--- config.mk ---
export PLATFORM = sky130hd
export DESIGN_NAME = port_service_table_unit_flat
export DESIGN_NICKNAME = d
export VERILOG_FILES = /design/src/hw/rtl/pst_pkg.sv /design/src/hw/rtl/pst_cmd_if.sv /design/src/hw/rtl/pst_rsp_if.sv /design/src/hw/rtl/pst_table_mem.sv /design/src/hw/rtl/pst_ctrl.sv /design/src/hw/rtl/port_service_table_unit.sv /design/src/flat_wrapper.sv
export SDC_FILE = /design/constraint.sdc
export NUM_CORES = 2
export LEC_CHECK = 0
export BUFFER_PORTS_ARGS = -buffer_cell sky130_fd_sc_hd__buf_2
export CAP_MARGIN = 25
export CORE_ASPECT_RATIO = 0.7
export CORE_MARGIN = 2
export CORE_UTILIZATION = 28
export CTS_CLUSTER_DIAMETER = 120
export DETAILED_ROUTE_END_ITERATION = 8
export PLACE_DENSITY = 0.52
export SLEW_MARGIN = 20
export SYNTH_ARGS = -nofsm -noshare
export SYNTH_HDL_FRONTEND = slang
export SYNTH_SLANG_ARGS = --single-unit
--- constraint.sdc ---
create_clock -name clk -period 11.7 [get_ports clk]
set_clock_uncertainty 0.1 [all_clocks]
set_input_delay 3.51 -clock clk [delete_from_list [all_inputs] [get_ports clk]]
set_output_delay 3.51 -clock clk [all_outputs]
set_load 0.05 [all_outputs]
--- src/hw/rtl/pst_pkg.sv ---
// Package with the types, codes, default entries and name helper of the port service table.
`timescale 1ns / 1ps

package pst_pkg;

	// Table geometry
	localparam int TABLE_ENTRIES = 32;
	localparam int NAME_BYTES    = 8;
	localparam int NAME_W        = 8 * NAME_BYTES;
	localparam int IDX_W         = $clog2(TABLE_ENTRIES);
	localparam int CNT_W         = $clog2(TABLE_ENTRIES + 1);
	localparam int USED_OUT_W    = 6;

	// Operation codes
	localparam logic [1:0] OP_REGISTER = 2'd0;
	localparam logic [1:0] OP_LOOKUP   = 2'd1;
	localparam logic [1:0] OP_REMOVE   = 2'd2;
	localparam logic [1:0] OP_CLEAR    = 2'd3;

	// Protocol numbers used by the defaults
	localparam logic [7:0] PROTO_TCP = 8'd6;
	localparam logic [7:0] PROTO_UDP = 8'd17;

	// Default contents loaded after reset
	localparam int DEFAULT_COUNT = 14;
	localparam int LOAD_W        = $clog2(DEFAULT_COUNT);

	localparam logic [15:0] DEF_PORT [DEFAULT_COUNT] = '{
		16'd20, 16'd21, 16'd22, 16'd23, 16'd25, 16'd53, 16'd53,
		16'd67, 16'd68, 16'd80, 16'd123, 16'd443, 16'd514, 16'd8080
	};

	localparam logic [7:0] DEF_PROTO [DEFAULT_COUNT] = '{
		PROTO_TCP, PROTO_TCP, PROTO_TCP, PROTO_TCP, PROTO_TCP, PROTO_TCP,
		PROTO_UDP, PROTO_UDP, PROTO_UDP, PROTO_TCP, PROTO_UDP, PROTO_TCP,
		PROTO_UDP, PROTO_TCP
	};

	// Names packed with the first character in the lowest byte
	localparam logic [63:0] DEF_NAME [DEFAULT_COUNT] = '{
		64'h6174_6164_2D70_7466, // ftp-data
		64'h0000_0000_0070_7466, // ftp
		64'h0000_0000_0068_7373, // ssh
		64'h0000_7465_6E6C_6574, // telnet
		64'h0000_0000_7074_6D73, // smtp
		64'h0000_0000_0073_6E64, // dns
		64'h0000_0000_0073_6E64, // dns
		64'h7672_732D_7063_6864, // dhcp-srv
		64'h696C_632D_7063_6864, // dhcp-cli
		64'h0000_0000_7074_7468, // http
		64'h0000_0000_0070_746E, // ntp
		64'h0000_0073_7074_7468, // https
		64'h0000_676F_6C73_7973, // syslog
		64'h746C_612D_7074_7468  // http-alt
	};

	// One table entry: key and stored name
	typedef struct packed {
		logic [15:0]       port;
		logic [7:0]        proto;
		logic [NAME_W-1:0] name;
	} entry_t;

	// Request from the sequencer to the table memory
	typedef struct packed {
		logic             we;
		logic [IDX_W-1:0] waddr;
		entry_t           wdata;
		logic             re;
		logic [IDX_W-1:0] raddr;
	} mem_req_t;

	// Finished result of one command
	typedef struct packed {
		logic                  status;
		logic                  found;
		logic [63:0]           found_name;
		logic [USED_OUT_W-1:0] entries_used;
	} result_t;

	// Keep the first NAME_BYTES bytes, zero from the first zero byte on
	function automatic logic [NAME_W-1:0] clip_name(input logic [63:0] raw);
		logic [NAME_W-1:0] res;
		logic              keep;
		res  = '0;
		keep = 1'b1;
		for (int b = 0; b < NAME_BYTES; b++) begin
			if (raw[8*b +: 8] == 8'h00) keep = 1'b0;
			if (keep) res[8*b +: 8] = raw[8*b +: 8];
		end
		return res;
	endfunction

endpackage

--- src/hw/rtl/pst_cmd_if.sv ---
// Command channel interface of the port service table.
`timescale 1ns / 1ps

interface pst_cmd_if;
	logic        valid;
	logic        ready;
	logic [1:0]  op;
	logic [15:0] port;
	logic [7:0]  proto;
	logic [63:0] service_name;

	modport source (output valid, op, port, proto, service_name, input ready);
	modport sink   (input valid, op, port, proto, service_name, output ready);
endinterface

--- src/hw/rtl/pst_rsp_if.sv ---
// Response channel interface of the port service table.
`timescale 1ns / 1ps

interface pst_rsp_if;
	logic        valid;
	logic        ready;
	logic        status;
	logic        found;
	logic [63:0] found_name;
	logic [5:0]  entries_used;

	modport source (output valid, status, found, found_name, entries_used, input ready);
	modport sink   (input valid, status, found, found_name, entries_used, output ready);
endinterface

--- src/hw/rtl/pst_table_mem.sv ---
// Table memory: one write port, one read port with registered read data.
`timescale 1ns / 1ps

module pst_table_mem
	import pst_pkg::*;
(
	input  logic     clk,
	input  mem_req_t req,
	output entry_t   rd_data
);

	entry_t mem [TABLE_ENTRIES];
	entry_t rd_q;

	// Write the addressed entry
	always_ff @(posedge clk) begin
		if (req.we) mem[req.waddr] <= req.wdata;
	end

	// Register the read data
	always_ff @(posedge clk) begin
		if (req.re) rd_q <= mem[req.raddr];
	end

	assign rd_data = rd_q;

endmodule

--- src/hw/rtl/pst_ctrl.sv ---
// Sequencer: default load, linear key search, read-modify-write of the table.
`timescale 1ns / 1ps

module pst_ctrl
	import pst_pkg::*;
(
	input  logic        clk,
	input  logic        arst_n,
	pst_cmd_if.sink     cmd,
	output mem_req_t    mem_req,
	input  entry_t      rd_data,
	output logic        res_valid,
	output result_t     res,
	input  logic        res_take
);

	localparam logic [2:0] ST_LOAD = 3'd0;
	localparam logic [2:0] ST_IDLE = 3'd1;
	localparam logic [2:0] ST_SCAN = 3'd2;
	localparam logic [2:0] ST_MOVE = 3'd3;
	localparam logic [2:0] ST_RESP = 3'd4;

	logic [2:0]        state_q;
	logic [LOAD_W-1:0] load_q;
	logic [CNT_W-1:0]  used_q;
	logic [CNT_W-1:0]  idx_q;
	logic [1:0]        op_q;
	logic [15:0]       port_q;
	logic [7:0]        proto_q;
	logic [NAME_W-1:0] name_q;
	logic              pend_s1;
	logic [IDX_W-1:0]  slot_s1;
	logic [IDX_W-1:0]  slot_q;
	logic              status_q;
	logic              found_q;
	logic [63:0]       fname_q;

	logic              issue;
	logic              hit;
	logic              miss;
	logic [CNT_W-1:0]  last;

	// Search decisions on the entry read in the previous cycle
	assign issue = (idx_q < used_q);
	assign hit   = pend_s1 && (rd_data.port == port_q) && (rd_data.proto == proto_q);
	assign miss  = !hit && (idx_q == used_q);
	assign last  = used_q - CNT_W'(1);

	assign cmd.ready = (state_q == ST_IDLE);
	assign res_valid = (state_q == ST_RESP);

	assign res.status       = status_q;
	assign res.found        = found_q;
	assign res.found_name   = fname_q;
	assign res.entries_used = USED_OUT_W'(used_q);

	// Drive the memory ports
	always_comb begin
		mem_req = '0;
		unique case (state_q)
			ST_LOAD: begin
				mem_req.we    = 1'b1;
				mem_req.waddr = IDX_W'(load_q);
				mem_req.wdata = '{port: DEF_PORT[load_q], proto: DEF_PROTO[load_q],
					name: clip_name(DEF_NAME[load_q])};
			end
			ST_SCAN: begin
				mem_req.re    = issue;
				mem_req.raddr = idx_q[IDX_W-1:0];
				if (hit && op_q == OP_REMOVE) begin
					mem_req.re    = 1'b1;
					mem_req.raddr = last[IDX_W-1:0];
				end
				if (op_q == OP_REGISTER && (hit || miss)) begin
					mem_req.we    = 1'b1;
					mem_req.waddr = hit ? slot_s1 : used_q[IDX_W-1:0];
					mem_req.wdata = '{port: port_q, proto: proto_q, name: name_q};
				end
			end
			ST_MOVE: begin
				mem_req.we    = 1'b1;
				mem_req.waddr = slot_q;
				mem_req.wdata = rd_data;
			end
			default: begin
				mem_req = '0;
			end
		endcase
	end

	// Control state
	always_ff @(posedge clk or negedge arst_n) begin
		if (!arst_n) begin
			state_q <= ST_LOAD;
			load_q  <= '0;
			used_q  <= CNT_W'(DEFAULT_COUNT);
			pend_s1 <= 1'b0;
		end else begin
			unique case (state_q)
				// Write one default entry a cycle
				ST_LOAD: begin
					load_q <= load_q + LOAD_W'(1);
					if (load_q == LOAD_W'(DEFAULT_COUNT - 1)) state_q <= ST_IDLE;
				end
				// Take a command
				ST_IDLE: begin
					if (cmd.valid) begin
						idx_q   <= '0;
						pend_s1 <= 1'b0;
						unique case (cmd.op)
							OP_CLEAR: begin
								used_q  <= '0;
								state_q <= ST_RESP;
							end
							OP_REGISTER: begin
								state_q <= (used_q >= CNT_W'(TABLE_ENTRIES)) ? ST_RESP : ST_SCAN;
							end
							OP_LOOKUP: state_q <= ST_SCAN;
							OP_REMOVE: state_q <= ST_SCAN;
						endcase
					end
				end
				// Read one slot a cycle, compare the one read before
				ST_SCAN: begin
					pend_s1 <= issue;
					if (issue) begin
						idx_q   <= idx_q + CNT_W'(1);
						slot_s1 <= idx_q[IDX_W-1:0];
					end
					if (hit) begin
						state_q <= (op_q == OP_REMOVE) ? ST_MOVE : ST_RESP;
					end else if (miss) begin
						state_q <= ST_RESP;
						if (op_q == OP_REGISTER) used_q <= used_q + CNT_W'(1);
					end
				end
				// Move the last entry into the freed slot
				ST_MOVE: begin
					used_q  <= last;
					state_q <= ST_RESP;
				end
				// Hold the result until the output stage takes it
				ST_RESP: begin
					if (res_take) state_q <= ST_IDLE;
				end
				default: state_q <= ST_IDLE;
			endcase
		end
	end

	// Command payload and result fields
	always_ff @(posedge clk) begin
		if (state_q == ST_IDLE && cmd.valid) begin
			op_q     <= cmd.op;
			port_q   <= cmd.port;
			proto_q  <= cmd.proto;
			name_q   <= clip_name(cmd.service_name);
			found_q  <= 1'b0;
			fname_q  <= '0;
			status_q <= (cmd.op == OP_REGISTER) && (used_q >= CNT_W'(TABLE_ENTRIES));
		end
		if (state_q == ST_SCAN) begin
			if (hit) begin
				slot_q <= slot_s1;
				if (op_q == OP_LOOKUP) begin
					found_q <= 1'b1;
					fname_q <= 64'(rd_data.name);
				end
			end else if (miss && op_q != OP_REGISTER) begin
				status_q <= 1'b1;
			end
		end
	end

endmodule

--- src/hw/rtl/port_service_table_unit.sv ---
// Top level of the port service table: sequencer, table memory and output register.
`timescale 1ns / 1ps

// Port service table: maps a (port, protocol) key to a service name of up to
// eight bytes, held in one single-port-read table memory of TABLE_ENTRIES
// entries. After reset the block loads the 14 default well-known services
// and accepts no command meanwhile. Commands are then taken one at a time:
// a clear empties the table and answers at once; register, lookup and remove
// search the table linearly, one entry per cycle through the memory read
// port, and a remove that hits then copies the last entry into the freed
// slot. A register on a full table fails at once, without a search. The
// result sits in an output register, so a new command is taken while the
// previous response still waits to be read.
module port_service_table_unit
	import pst_pkg::*;
(
	input  logic    clk,
	input  logic    arst_n,
	pst_cmd_if.sink cmd,
	pst_rsp_if.source rsp
);

	mem_req_t mem_req;
	entry_t   rd_data;
	logic     res_valid;
	result_t  res;
	logic     res_take;
	logic     out_valid_q;
	result_t  out_q;

	pst_ctrl u_ctrl (
		.clk       (clk),
		.arst_n    (arst_n),
		.cmd       (cmd),
		.mem_req   (mem_req),
		.rd_data   (rd_data),
		.res_valid (res_valid),
		.res       (res),
		.res_take  (res_take)
	);

	pst_table_mem u_mem (
		.clk     (clk),
		.req     (mem_req),
		.rd_data (rd_data)
	);

	// Load the output register when it is empty or being drained
	assign res_take = !out_valid_q || rsp.ready;

	always_ff @(posedge clk or negedge arst_n) begin
		if (!arst_n) begin
			out_valid_q <= 1'b0;
		end else if (res_take) begin
			out_valid_q <= res_valid;
		end
	end

	always_ff @(posedge clk) begin
		if (res_take && res_valid) out_q <= res;
	end

	assign rsp.valid        = out_valid_q;
	assign rsp.status       = out_q.status;
	assign rsp.found        = out_q.found;
	assign rsp.found_name   = out_q.found_name;
	assign rsp.entries_used = out_q.entries_used;

	// Never take a command while a result is still pending in the sequencer
	a_no_accept_with_result: assert property (@(posedge clk) disable iff (!arst_n)
		!(cmd.ready && res_valid))
		else $error("command taken while a result is pending");

	// One command at a time: ready drops after each transaction
	a_one_at_a_time: assert property (@(posedge clk) disable iff (!arst_n)
		cmd.valid && cmd.ready |=> !cmd.ready)
		else $error("second command taken back to back");

	// A hit is always a success
	a_found_ok: assert property (@(posedge clk) disable iff (!arst_n)
		rsp.valid && rsp.found |-> !rsp.status)
		else $error("hit reported with failure status");

	// Name is zero unless a lookup hit
	a_name_zero: assert property (@(posedge clk) disable iff (!arst_n)
		rsp.valid && !rsp.found |-> rsp.found_name == 64'd0)
		else $error("name returned without a hit");

endmodule

--- src/flat_wrapper.sv ---
// flat-port wrapper written by rule: the top's interface ports become plain ports
module port_service_table_unit_flat import pst_pkg::*;
  (clk, arst_n, cmd_valid, cmd_op, cmd_port, cmd_proto, cmd_service_name, cmd_ready, rsp_valid, rsp_status, rsp_found, rsp_found_name, rsp_entries_used, rsp_ready);
  pst_cmd_if cmd_i ();
  pst_rsp_if rsp_i ();
  input  logic clk;
  input  logic arst_n;
  input wire logic [$bits(cmd_i.valid)-1:0] cmd_valid;
  input wire logic [$bits(cmd_i.op)-1:0] cmd_op;
  input wire logic [$bits(cmd_i.port)-1:0] cmd_port;
  input wire logic [$bits(cmd_i.proto)-1:0] cmd_proto;
  input wire logic [$bits(cmd_i.service_name)-1:0] cmd_service_name;
  output wire logic [$bits(cmd_i.ready)-1:0] cmd_ready;
  output wire logic [$bits(rsp_i.valid)-1:0] rsp_valid;
  output wire logic [$bits(rsp_i.status)-1:0] rsp_status;
  output wire logic [$bits(rsp_i.found)-1:0] rsp_found;
  output wire logic [$bits(rsp_i.found_name)-1:0] rsp_found_name;
  output wire logic [$bits(rsp_i.entries_used)-1:0] rsp_entries_used;
  input wire logic [$bits(rsp_i.ready)-1:0] rsp_ready;
  assign cmd_i.valid = cmd_valid;
  assign cmd_i.op = cmd_op;
  assign cmd_i.port = cmd_port;
  assign cmd_i.proto = cmd_proto;
  assign cmd_i.service_name = cmd_service_name;
  assign cmd_ready = cmd_i.ready;
  assign rsp_valid = rsp_i.valid;
  assign rsp_status = rsp_i.status;
  assign rsp_found = rsp_i.found;
  assign rsp_found_name = rsp_i.found_name;
  assign rsp_entries_used = rsp_i.entries_used;
  assign rsp_i.ready = rsp_ready;
  port_service_table_unit u_core (.clk(clk), .arst_n(arst_n), .cmd(cmd_i), .rsp(rsp_i));
endmodule
==> impl_metrics.csv <==
group,metric,value,unit
outcome,status,"completed",
min_path,min_to,"u_core.rsp.found_name[51]",
grt,grt_pass1_vias,72000,
placement,placed_area,0.130,mm^2
sta,tightest_slew,1.17,ns
routing,first_pass_iters,8,
synth,synth-seq-cells,3163,
die,placementRows,202,
finish,syn_to_final_growth,15.6,%
routing,num_vias,75100,
sta,finalSetupViolations,0,
routing,route.met3.wl,29000,um
routing,drtIter0Drc,9224,
die,ios,168,
die,core_area,0.433,mm^2
setup_path,r2r_cells,11,
routing,met1_length,168000,um
sta,post-route-period-util,55.2,%
sta,slew_violations,0,
synth,synth.top_cells.by_area,"edfxtp_1, nand2_1, nand3_1, mux2i_1, a32oi_1",
placement,portBuffers,167,
finish,post-route-cell-area,0.141,mm^2
clock_network,numClockSinks,3163,
clock_network,postCtsSetupBuffers,0,
clock_network,clockBufferDepth,4,
synth,synth_top_area_share,75.8,%
synth,yosys.area.top_type,"edfxtp_1",
sta,finalCriticalPeriod,6.46,ns
placement,place.gp.congestion,0.819,
clock_network,ctsHoldBuffers,0,
pwr,power.density,230,mW/mm^2
synth,syn_area,0.122,mm^2
routing,drtAntennaViolNets,0,
finish,instances_no_fill,14700,
synth,yosysMostFrequentCell,"edfxtp_1",
sta,final.setup.tns,0,ns
setup_path,critPathLaunchType,"flop",
synth,synth_fp_nets,8577,
setup_path,end_kind,"flop",
synth,seq_area_frac_synth,77.2,%
min_path,hold_path.class,"reg -> reg",
job,maxCapViolations,0,
clock_network,root_buffer,"clkbuf_16",
sta,timing.fmax,155,MHz
setup_path,critPathRequiredTime,12.15,ns
pwr,power,32.5,mW
clock_network,clk_pin_slew,0.06,ns
synth,ys.flop_type,"edfxtp_1",
routing,drc,0,
setup_path,regToRegStartpoint,"u_core.u_ctrl.port_q[2]",
finish,nFillCells,41800,
routing,wl_per_cell,26.5,um
synth,synthTopCellsByCount,"edfxtp_1, nand2_1, nand3_1",
grt,grt_pass1_wl,548000,um
synth,synth_edf_count,3082,
clock_network,cts-htree-levels,5,
setup_path,cp_max_fo,42,
setup_path,r2r-end,"u_core.u_mem.mem[30][52]",
synth,synthDistinctLibCells,71,
synth,synth_cells,8462,
pwr,p_leak,47.9,nW
grt,gr-total-overflow,0,
setup_path,worstSetupPathType,"reg -> reg",
synth,async_flop_share,0.474,%
die,start_util,28.2,%
routing,viasPerCell,5.09,
grt,grt_max_degree,177,
synth,synth.avg_cell_area,14.4,um^2
routing,routed.top_layer,"met5",
die,die_w,793,um
sta,hold_viol,0,
die,dieHeight,557,um
clock_network,cts_buffers,326,
min_path,hold_depth,0,
min_path,min_from,"u_core.u_ctrl.fname_q[51]",
placement,dpl.hpwl,211000,um
grt,grtUsageTotal,17.0,%
setup_path,r2r_slack,5.24,ns
die,dieArea,0.442,mm^2
setup_path,worstPathArrival,6.91,ns
clock_network,cts-resized-gates,0,
clock_network,tritoncts,"yes",
sta,finalWorstSetupSlack,5.24,ns
placement,placed_cells,14100,
grt,antenna_found_initial,18,
routing,wl_met2,179000,um
placement,post-place-ws,4.63,ns
clock_network,worstSkewPairLatency,0.97,ns
sta,whs,0.313,ns
routing,routed_wl,390000,um
finish,layout-drive-gt1-share,10.8,%
pwr,vdd_drop_max,159,uV
sta,rsz0062_at_grt,"no",
finish,final_util,32.6,%
finish,fin_nets,8756,
sta,timing.slew.headroom,21.0,%
synth,ys_warn_count,0,
==> sequential cells by signal, summed over array words and instances (netlist names), 2 cells and up <==
signal	flops
u_core.u_mem.mem	2816
u_core.u_mem.rd_data	88
u_core.rsp.found_name	64
u_core.u_ctrl.fname_q	64
u_core.u_ctrl.name_q	64
u_core.u_ctrl.port_q	16
u_core.u_ctrl.proto_q	8
u_core.rsp.entries_used	6
u_core.u_ctrl.idx_q	6
u_core.u_ctrl.used_q	6
u_core.u_ctrl.slot_q	5
u_core.u_ctrl.slot_s1	5
u_core.u_ctrl.load_q	4
u_core.u_ctrl.state_q	3
u_core.u_ctrl.op_q	2
==> where the power goes <==
part | internal, mW | switching [mW] | leakage (nW)
combinational | 1.43 | 5.18 | 13.4
clock | 5.96 | 4.46 | 5.16
sequential | 15.1 | 0.393 | 29.3
==> metal layers <==
layer,GRT usage (%),up-vias
li1,-,32400
met1,24.1,38800
met2,26.9,3328
met3,2.29,593
met4,5.61,4
met5,0,-
==> kinds of logic (layout without fill, tap and decap cells) <==
group | after synthesis | in the layout | share of synthesized area (%)
simple gates | 3365 | 3365 | 11.7
flops | 3163 | 3163 | 77.2
compound gates | 938 | 938 | 5.65
buf+inv | 570 | 1013 | 1.93
mux | 370 | 370 | 3.12
xor+xnor | 35 | 35 | 0.251
fa+ha+maj | 21 | 21 | 0.215
other cells | 0 | 22 | 0
==> worst max-delay path by stage <==
| stage | from | endpoint | slack [ns] | depth (start not counted) |
|---|---|---|---|---|
| floorplan | u_core.u_ctrl.used_q[2] | u_core.u_mem.mem[19][0] | 2.37 | 12 |
| global placement | cmd_service_name[0] | u_core.u_ctrl.name_q[63] | 4.77 | 10 |
| detailed placement | cmd_service_name[5] | u_core.u_ctrl.name_q[58] | 4.63 | 10 |
| CTS | u_core.u_ctrl.state_q[0] | cmd_ready | 5.06 | 2 |
| global route | u_core.u_ctrl.port_q[10] | u_core.u_mem.mem[30][52] | 4.99 | 11 |
| finish | u_core.u_ctrl.port_q[2] | u_core.u_mem.mem[30][52] | 5.24 | 11 |
==> layout make-up <==
class	count	area, um^2	share of cell area, %
antenna	22	55.1	0.0390
multi-input combinational	4729	25900	18.4
timing repair buffer	395	3080	2.18
tap	5814	7270	5.15
clock buffer	404	8650	6.12
inverter	26	103	0.0726
clock inverter	188	1870	1.32
sequential	3163	94300	66.7
==> worst max-delay path: stages (launching register included) <==
cell	delay [ns]
edfxtp_1	0.40
xnor2_1	0.21
nand4_1	0.21
nor4_4	0.43
nand2_1	0.43
nand2_1	0.31
and3_4	0.57
a222oi_1	0.26
or3b_1	0.75
nor2_4	0.78
buf_4	0.87
buf_4	0.63
==> layout by cell type, fill, tap and decap left out, drive strengths merged, types with 12 or more instances in the layout <==
cell type | netlist | routed
dfrtp | 12 | 12
a31oi | 352 | 352
a22o | 18 | 18
nor2b | 21 | 21
mux2i | 353 | 353
edfxtp | 3082 | 3082
dfxtp | 66 | 66
ha | 21 | 21
o21ai | 92 | 92
and2 | 52 | 52
a21oi | 41 | 41
clkbuf | 334 | 404
inv | 26 | 41
nor4 | 96 | 96
buf | 210 | 395
xnor2 | 31 | 31
nand2b | 13 | 13
a32oi | 330 | 330
nor2 | 80 | 80
clkinv | 0 | 135
nand2 | 2294 | 2294
bufinv | 0 | 31
nand3 | 720 | 720
a221o | 59 | 59
nand4 | 31 | 31
diode | 0 | 22
nor3 | 22 | 22
Note: power is estimated with default switching activity, not from simulation.
